### src/sv/dcp_pkg.sv
// Package for the coordinate text parser: character codes, scale factors,
// saturation limits, field step codes and the per-coordinate part record.
// No dependencies.
`default_nettype none

package dcp_pkg;

    localparam int FRAC_DIGITS = 3;

    localparam int MAS_PER_DEG = 3600000;
    localparam int MAS_PER_MIN = 60000;
    localparam int MAS_PER_SEC = 1000;

    localparam int DEG_LIMIT = 360;
    localparam int MIN_LIMIT = 99;
    localparam int SEC_LIMIT = 99;

    localparam logic [7:0] CHAR_NUL   = 8'h00;
    localparam logic [7:0] CHAR_COMMA = 8'h2C;
    localparam logic [7:0] CHAR_MINUS = 8'h2D;
    localparam logic [7:0] CHAR_DOT   = 8'h2E;
    localparam logic [7:0] CHAR_ZERO  = 8'h30;
    localparam logic [7:0] CHAR_NINE  = 8'h39;
    localparam logic [7:0] CHAR_S     = 8'h53;
    localparam logic [7:0] CHAR_W     = 8'h57;

    typedef enum logic [2:0] {
        STEP_SIGN = 3'd0,
        STEP_DEG  = 3'd1,
        STEP_MIN  = 3'd2,
        STEP_SEC  = 3'd3,
        STEP_TAIL = 3'd4
    } step_t;

    typedef struct packed {
        logic       neg;
        logic [8:0] deg;
        logic [6:0] min;
        logic [6:0] sec;
        logic [9:0] frac;
        logic [1:0] fcnt;
    } part_t;

endpackage

`default_nettype wire

### src/sv/dcp_value.sv
// Two-step conversion of one parsed coordinate part to signed
// milliarcseconds: registered partial products, then sum and sign.
// Depends on dcp_pkg.
`default_nettype none

module dcp_value (
    input  wire logic                aclk,
    input  wire logic                load,
    input  wire dcp_pkg::part_t      part_i,
    output logic signed [31:0]       value_o
);
    import dcp_pkg::*;

    logic [9:0]  frac_ms;
    logic [30:0] deg_term_reg;
    logic [22:0] rest_term_reg;
    logic        neg_reg;
    logic [31:0] mag;

    always_comb begin
        unique case (part_i.fcnt)
            2'd0: frac_ms = '0;
            2'd1: frac_ms = 10'(17'(part_i.frac) * 17'd100);
            2'd2: frac_ms = 10'(14'(part_i.frac) * 14'd10);
            2'd3: frac_ms = part_i.frac;
            default: frac_ms = '0;
        endcase
    end

    always_ff @(posedge aclk) begin
        if (load) begin
            deg_term_reg  <= 31'(part_i.deg) * 31'(MAS_PER_DEG);
            rest_term_reg <= 23'(part_i.min) * 23'(MAS_PER_MIN)
                           + 23'(part_i.sec) * 23'(MAS_PER_SEC)
                           + 23'(frac_ms);
            neg_reg       <= part_i.neg;
        end
    end

    assign mag     = 32'(deg_term_reg) + 32'(rest_term_reg);
    assign value_o = neg_reg ? -$signed(mag) : $signed(mag);

endmodule

`default_nettype wire

### src/sv/dms_coordinate_parser.sv
// Top level of the coordinate text parser: input register, byte parser,
// result pipeline and output register. Depends on dcp_pkg and dcp_value.
//
// Usage: send the text "lat,lon" one byte per transfer on the s_ channel,
// with s_tlast high on the final byte. Each part is an optional '-', degree
// digits, a separator, minute digits, a separator, seconds with an optional
// decimal fraction, then a hemisphere mark (latitude 'S', longitude 'W' negate).
// One transfer on the m_ channel follows each final byte: latitude and
// longitude in signed milliarcseconds and an error flag (both values zero
// when malformed). Throughput: one byte per cycle while s_tready is high,
// set by the parse stage. A final byte passes the input register, parse
// stage, product register and output register before m_tvalid rises.
// Reset (aresetn low, synchronous) empties all stages and restarts parsing.
// When the receiver stalls, the result holds in the output register and
// bytes keep flowing until a further final byte finds the result stages
// full; s_tready then drops until a slot frees.
`default_nettype none

module dms_coordinate_parser (
    input  wire logic        aclk,
    input  wire logic        aresetn,
    input  wire logic        s_tvalid,
    output logic             s_tready,
    input  wire logic [7:0]  s_tdata,   // [7:0] char_code
    input  wire logic        s_tlast,   // is_last
    output logic             m_tvalid,
    input  wire logic        m_tready,
    output logic [63:0]      m_tdata,   // [31:0] latitude_mas, [63:32] longitude_mas
    output logic [0:0]       m_tuser    // [0] error_code
);
    import dcp_pkg::*;

    logic        in_valid_reg;
    logic [7:0]  in_byte_reg;
    logic        in_last_reg;

    logic        phase_reg, phase_next;
    step_t       step_reg, step_next;
    part_t       part_reg, part_next;
    part_t       lat_reg, lat_next;
    logic [1:0]  dot_reg, dot_next;
    logic        digit_reg, digit_next;
    logic        bad_reg, bad_next;
    logic        bad_final;

    logic        fin_valid_reg;
    part_t       fin_lat_reg;
    part_t       fin_lon_reg;
    logic        fin_bad_reg;

    logic        prod_valid_reg;
    logic        prod_bad_reg;
    logic signed [31:0] lat_value;
    logic signed [31:0] lon_value;

    logic        out_valid_reg;
    logic [63:0] out_data_reg;
    logic        out_err_reg;

    logic        adv0, adv1, adv2;
    logic        is_digit;
    logic [3:0]  digit;
    logic [11:0] acc_deg, acc_min, acc_sec;

    assign adv2     = prod_valid_reg && (!out_valid_reg || m_tready);
    assign adv1     = fin_valid_reg && (!prod_valid_reg || adv2);
    assign adv0     = in_valid_reg && (!in_last_reg || !fin_valid_reg || adv1);
    assign s_tready = !in_valid_reg || adv0;

    assign m_tvalid = out_valid_reg;
    assign m_tdata  = out_data_reg;
    assign m_tuser  = out_err_reg;

    assign is_digit = (in_byte_reg >= CHAR_ZERO) && (in_byte_reg <= CHAR_NINE);
    assign digit    = is_digit ? 4'(in_byte_reg - CHAR_ZERO) : 4'd0;
    assign acc_deg  = 12'(part_reg.deg) * 12'd10 + 12'(digit);
    assign acc_min  = 12'(part_reg.min) * 12'd10 + 12'(digit);
    assign acc_sec  = 12'(part_reg.sec) * 12'd10 + 12'(digit);

    always_comb begin
        phase_next = phase_reg;
        step_next  = step_reg;
        part_next  = part_reg;
        lat_next   = lat_reg;
        dot_next   = dot_reg;
        digit_next = digit_reg;
        bad_next   = bad_reg;
        if (!phase_reg && in_byte_reg == CHAR_COMMA) begin
            if (step_reg != STEP_TAIL) bad_next = 1'b1;
            lat_next   = part_reg;
            part_next  = '0;
            step_next  = STEP_SIGN;
            dot_next   = '0;
            digit_next = 1'b0;
            phase_next = 1'b1;
        end else if (phase_reg && in_byte_reg == CHAR_NUL) begin
            if (step_reg != STEP_TAIL) bad_next = 1'b1;
            step_next = STEP_TAIL;
        end else begin
            unique case (step_reg)
                STEP_SIGN, STEP_DEG: begin
                    if (step_reg == STEP_SIGN && in_byte_reg == CHAR_MINUS) begin
                        part_next.neg = 1'b1;
                        step_next     = STEP_DEG;
                    end else if (is_digit) begin
                        part_next.deg = (acc_deg > 12'(DEG_LIMIT)) ? 9'(DEG_LIMIT)
                                                                  : acc_deg[8:0];
                        digit_next    = 1'b1;
                        step_next     = STEP_DEG;
                    end else begin
                        if (!digit_reg) bad_next = 1'b1;
                        digit_next = 1'b0;
                        step_next  = STEP_MIN;
                    end
                end
                STEP_MIN: begin
                    if (is_digit) begin
                        part_next.min = (acc_min > 12'(MIN_LIMIT)) ? 7'(MIN_LIMIT)
                                                                  : acc_min[6:0];
                        digit_next    = 1'b1;
                    end else begin
                        if (!digit_reg) bad_next = 1'b1;
                        digit_next = 1'b0;
                        step_next  = STEP_SEC;
                    end
                end
                STEP_SEC: begin
                    if (in_byte_reg == CHAR_DOT) begin
                        if (dot_reg < 2'd2) dot_next = dot_reg + 2'd1;
                    end else if (is_digit) begin
                        if (dot_reg == 2'd0) begin
                            part_next.sec = (acc_sec > 12'(SEC_LIMIT)) ? 7'(SEC_LIMIT)
                                                                      : acc_sec[6:0];
                            digit_next    = 1'b1;
                        end else if (dot_reg == 2'd1) begin
                            digit_next = 1'b1;
                            if (32'(part_reg.fcnt) < FRAC_DIGITS) begin
                                part_next.frac = 10'(14'(part_reg.frac) * 14'd10
                                                     + 14'(digit));
                                part_next.fcnt = part_reg.fcnt + 2'd1;
                            end
                        end
                    end else begin
                        if (!digit_reg) bad_next = 1'b1;
                        if ((!phase_reg && in_byte_reg == CHAR_S)
                            || (phase_reg && in_byte_reg == CHAR_W)) begin
                            part_next.neg = 1'b1;
                        end
                        step_next = STEP_TAIL;
                    end
                end
                default: begin
                end
            endcase
        end
    end

    assign bad_final = bad_next || !phase_next || (step_next != STEP_TAIL);

    always_ff @(posedge aclk) begin
        if (!aresetn) begin
            in_valid_reg   <= 1'b0;
            fin_valid_reg  <= 1'b0;
            prod_valid_reg <= 1'b0;
            out_valid_reg  <= 1'b0;
            phase_reg      <= 1'b0;
            step_reg       <= STEP_SIGN;
            part_reg       <= '0;
            lat_reg        <= '0;
            dot_reg        <= '0;
            digit_reg      <= 1'b0;
            bad_reg        <= 1'b0;
        end else begin
            if (s_tready) in_valid_reg <= s_tvalid;

            if (adv0 && in_last_reg) fin_valid_reg <= 1'b1;
            else if (adv1)           fin_valid_reg <= 1'b0;

            if (adv1)      prod_valid_reg <= 1'b1;
            else if (adv2) prod_valid_reg <= 1'b0;

            if (adv2)          out_valid_reg <= 1'b1;
            else if (m_tready) out_valid_reg <= 1'b0;

            if (adv0) begin
                if (in_last_reg) begin
                    phase_reg <= 1'b0;
                    step_reg  <= STEP_SIGN;
                    part_reg  <= '0;
                    lat_reg   <= '0;
                    dot_reg   <= '0;
                    digit_reg <= 1'b0;
                    bad_reg   <= 1'b0;
                end else begin
                    phase_reg <= phase_next;
                    step_reg  <= step_next;
                    part_reg  <= part_next;
                    lat_reg   <= lat_next;
                    dot_reg   <= dot_next;
                    digit_reg <= digit_next;
                    bad_reg   <= bad_next;
                end
            end
        end
    end

    always_ff @(posedge aclk) begin
        if (s_tvalid && s_tready) begin
            in_byte_reg <= s_tdata;
            in_last_reg <= s_tlast;
        end
        if (adv0 && in_last_reg) begin
            fin_lat_reg <= lat_next;
            fin_lon_reg <= part_next;
            fin_bad_reg <= bad_final;
        end
        if (adv1) prod_bad_reg <= fin_bad_reg;
        if (adv2) begin
            out_data_reg <= prod_bad_reg ? 64'd0 : {lon_value, lat_value};
            out_err_reg  <= prod_bad_reg;
        end
    end

    dcp_value u_lat_value (
        .aclk    (aclk),
        .load    (adv1),
        .part_i  (fin_lat_reg),
        .value_o (lat_value)
    );

    dcp_value u_lon_value (
        .aclk    (aclk),
        .load    (adv1),
        .part_i  (fin_lon_reg),
        .value_o (lon_value)
    );

endmodule

`default_nettype wire
### config.mk
export PLATFORM = sky130hd
export DESIGN_NAME = dms_coordinate_parser
export DESIGN_NICKNAME = d
export VERILOG_FILES = /design/src/sv/dcp_pkg.sv /design/src/sv/dcp_value.sv /design/src/sv/dms_coordinate_parser.sv
export SDC_FILE = /design/constraint.sdc
export NUM_CORES = 1
export LEC_CHECK = 0
export BUFFER_PORTS_ARGS = -buffer_cell sky130_fd_sc_hd__buf_2
export CAP_MARGIN = 20
export CORE_MARGIN = 5
export CORE_UTILIZATION = 45
export CTS_CLUSTER_SIZE = 8
export DETAILED_ROUTE_END_ITERATION = 6
export PLACE_DENSITY = 0.68
export SYNTH_ARGS = -nofsm -noshare
export SYNTH_HDL_FRONTEND = slang
export SYNTH_HIERARCHICAL = 1
export SYNTH_SLANG_ARGS = --single-unit
### constraint.sdc
create_clock -name aclk -period 8.25 [get_ports aclk]
set_input_delay 1.2375 -clock aclk [delete_from_list [all_inputs] [get_ports aclk]]
set_output_delay 1.2375 -clock aclk [all_outputs]
set_load 0.03 [all_outputs]
==> summary.txt <==
# Post-CTS Setup Buffers = 0
simple-gate portion of the synthesized area = 13.34%
total iterations of the first detailed-routing run = 5
RSZ-0062 raised after global routing = false
Area contributors post-synth = edfxtp_1 (23%), ha_1 (18%), fa_1 (12%)
layout cells sized above 1 = 7.555%
vias post-DR = 22,553
routed len/inst = 15.97 um
Routed WL = 67,010 um
CP cell instances = fa_1 > fa_1 > inv_1 > fa_1 > fa_1 > inv_1 > ha_1 > o21ai_0 > a21boi_0 > o21ai_0 > a21boi_0 > o21ai_0 > a21boi_0 > nor2_1 > ha_1 > ha_1 > or3_1 > o21ai_0 > a21oi_1 > a211oi_1 > o21ai_0 > a221oi_1 > xnor2_1
# resized after CTS = 0
Worst Path Required = 8.57 ns
synth unique cells = 122
Yosys top cell area share = 23.29%
Synth async-reset ratio = 0%
Post-synth EDFFs = 244
syn avg cell area = 9.975 um2
Fill cells = 6,402
clk_lat worst skew = 0.59 ns
cells after synthesis = 3,154
Seq/Total Area, Yosys = 28.63%
sw power = 0.002602 W
Crit Path Class = flop to flop
area grow syn2layout = 8.781%
detailed placement HPWL = 52,830 um
pwr dens = 211.3 nW/um2
CP most frequent cell = o21ai_0
Internal = 0.004629 W
cts bufs inserted = 48
GRT Residual Overflow = 0
largest family of logic cells by synthesized area = adder cells
HP Class = flop to flop
core area = 69,660 um2
WP data arrival = 6.84 ns
initial antenna violation count = 4
ys flop type = edfxtp_1
sequential power share = 28.6%
area fraction in compound gates after synthesis = 14.37%
pre-CTS WS = 1.791 ns
H-tree levels = 2
RD Place Congestion = 0.8667
xor/xnor cell area share of the yosys netlist = 7.512%
Post-synth top cells = ha_1 (443), inv_1 (358), nand2_1 (269)
antenna viol nets, final = 0
Comb pwr share = 45.6%
largest net degree at the start of global routing = 66
Sw Ratio = 35.98%
Total Power = 0.007231 W
Starting Density = 45.16%
DRC viols = 0
Startpoint Class = flop
Synth Cell Area = 31,460 um2
GRT Overall Usage = 17.97%
Setup crit end kind = flop
Fmax = 153.5 MHz
static leakage = 15.11 nW
top-count cell post-synth = ha_1
clock slew at reported path FFs = 0.06 ns
CTS tree = built
Final nets = 3,865
VDD IR max = 0.1828 mV
number of global-route vias before repair = 22,295
area of the multi-input gates = 20,780 um2
cell row count = 97
Slew HR = 27.63%
critical path fanouts, max = 5
warnings from Yosys = 6
Port Buffers = 79
dpl cells = 4,106
first-pass GRT wire length = 112,200 um
Final Hold Viols = 0
Reg area = 9009 um2
max FFs per register = 64
critical path's slowest cell = fa_1
Yosys top cell by area = edfxtp_1
CP max stage delay = 0.57 ns
Synth Net Count = 3,802
fin crit period = 6.516 ns
Total Neg Setup Slack = 0 ns
setup ws final = 1.734 ns
max-cap violations = 0
post-synthesis mux area share = 0.7079%
clk sinks = 328
final instance count without filler cells = 4,197
skew final = 0.02919 ns
post-synthesis register bit count = 328
Final Max Tran Viols = 0
clk root buf = clkbuf_16
status = complete, no violations
Final setup viols = 0
initial DRC count = 1,509
Final Util = 49.13%
Die Height = 274.4 um
CTS Hold Bufs = 0
clock group share of total power = 25.8%
final period utilization = 78.99%
Ports = 80
Die ar. = 75,310 um2
Die X = 274.4 um
routed vias/inst = 5.374
Adder-Cell Fraction of Synth Area = 29.93%
Least-Margin Pin Slew = 1.072 ns
CTS max path bufs = 3
-- power by group through the flow --
stage	Combinational, W	Clock (W)	Sequential, W
finish	0.00329	0.00187	0.00207
global route	0.00377	0.00200	0.00208
CTS	0.00331	0.00192	0.00207
detailed placement	0.00328	0	0.00210
global placement	0.00324	0	0.00210
floorplan	0.00270	0	0.00208
-- cell type report --
| class | count | area share (%) |
|---|---|---|
| antenna | 1 | 0.007312 |
| clock buffer | 84 | 4.025 |
| clock inverter | 5 | 0.1609 |
| inverter | 358 | 3.926 |
| multi-input combinational | 2391 | 60.70 |
| sequential | 328 | 26.32 |
| tap | 940 | 3.436 |
| timing repair buffer | 90 | 1.418 |
-- cell families after synthesis --
logic type | count (synthesis)
and+or+nand+nor | 821
AOI/OAI and AO/OA | 642
adders and majority gates | 638
buffers and inverters | 435
DFF | 328
xor gates and xnor gates | 269
muxes | 21
-- through the flow --
stage / hold slack (ns) / instance area [um2]
6_report: 0.4177 / 34230
3_3_place_gp: 0.4024 / 32780
2_1_floorplan: 0.4003 / 31460
5_1_grt: 0.4271 / 34220
3_5_place_dp: 0.4045 / 32780
4_1_cts: 0.4190 / 34210
-- cells in the final DEF, fill, tap and decap left out, types with 73 or more instances in the layout --
cell	instances
nor2_1	126
dfxtp_1	84
xor2_1	73
ha_1	443
nand2_1	269
edfxtp_1	244
xnor2_1	195
a21oi_1	126
nor2b_1	131
fa_1	192
inv_1	358
o21ai_0	112
buf_2	79
-- worst paths after layout --
check,start,to,slack (ns),cells past startpoint
hold / removal,fin_lon_reg[35]$_DFFE_PP_,u_lon_value/neg_reg$_DFFE_PP_,0.42,0
setup / recovery,fin_lon_reg[12]$_DFFE_PP_,u_lon_value/rest_term_reg[19]$_DFFE_PP_,1.73,23
setup reg to reg,fin_lon_reg[12]$_DFFE_PP_,u_lon_value/rest_term_reg[19]$_DFFE_PP_,1.73,23
hold reg to reg,fin_lon_reg[35]$_DFFE_PP_,u_lon_value/neg_reg$_DFFE_PP_,0.42,0
-- per-layer routing --
layer,part of all wire (%),GRT usage [%]
met3,5.1,2.721
met4,1.8,3.717
met2,45,29.13
met5,0,0
met1,48,25.70
-- critical path, delay by kind of cell, from the launching register on --
family	cells	cell delay, ns
adders and majority gates	7	2.91
AOI/OAI and AO/OA	11	2.23
DFF	1	0.48
and+or+nand+nor	2	0.44
xor gates and xnor gates	1	0.10
buffers and inverters	2	0.09
No activity file was read; power rests on OpenSTA's default activity.
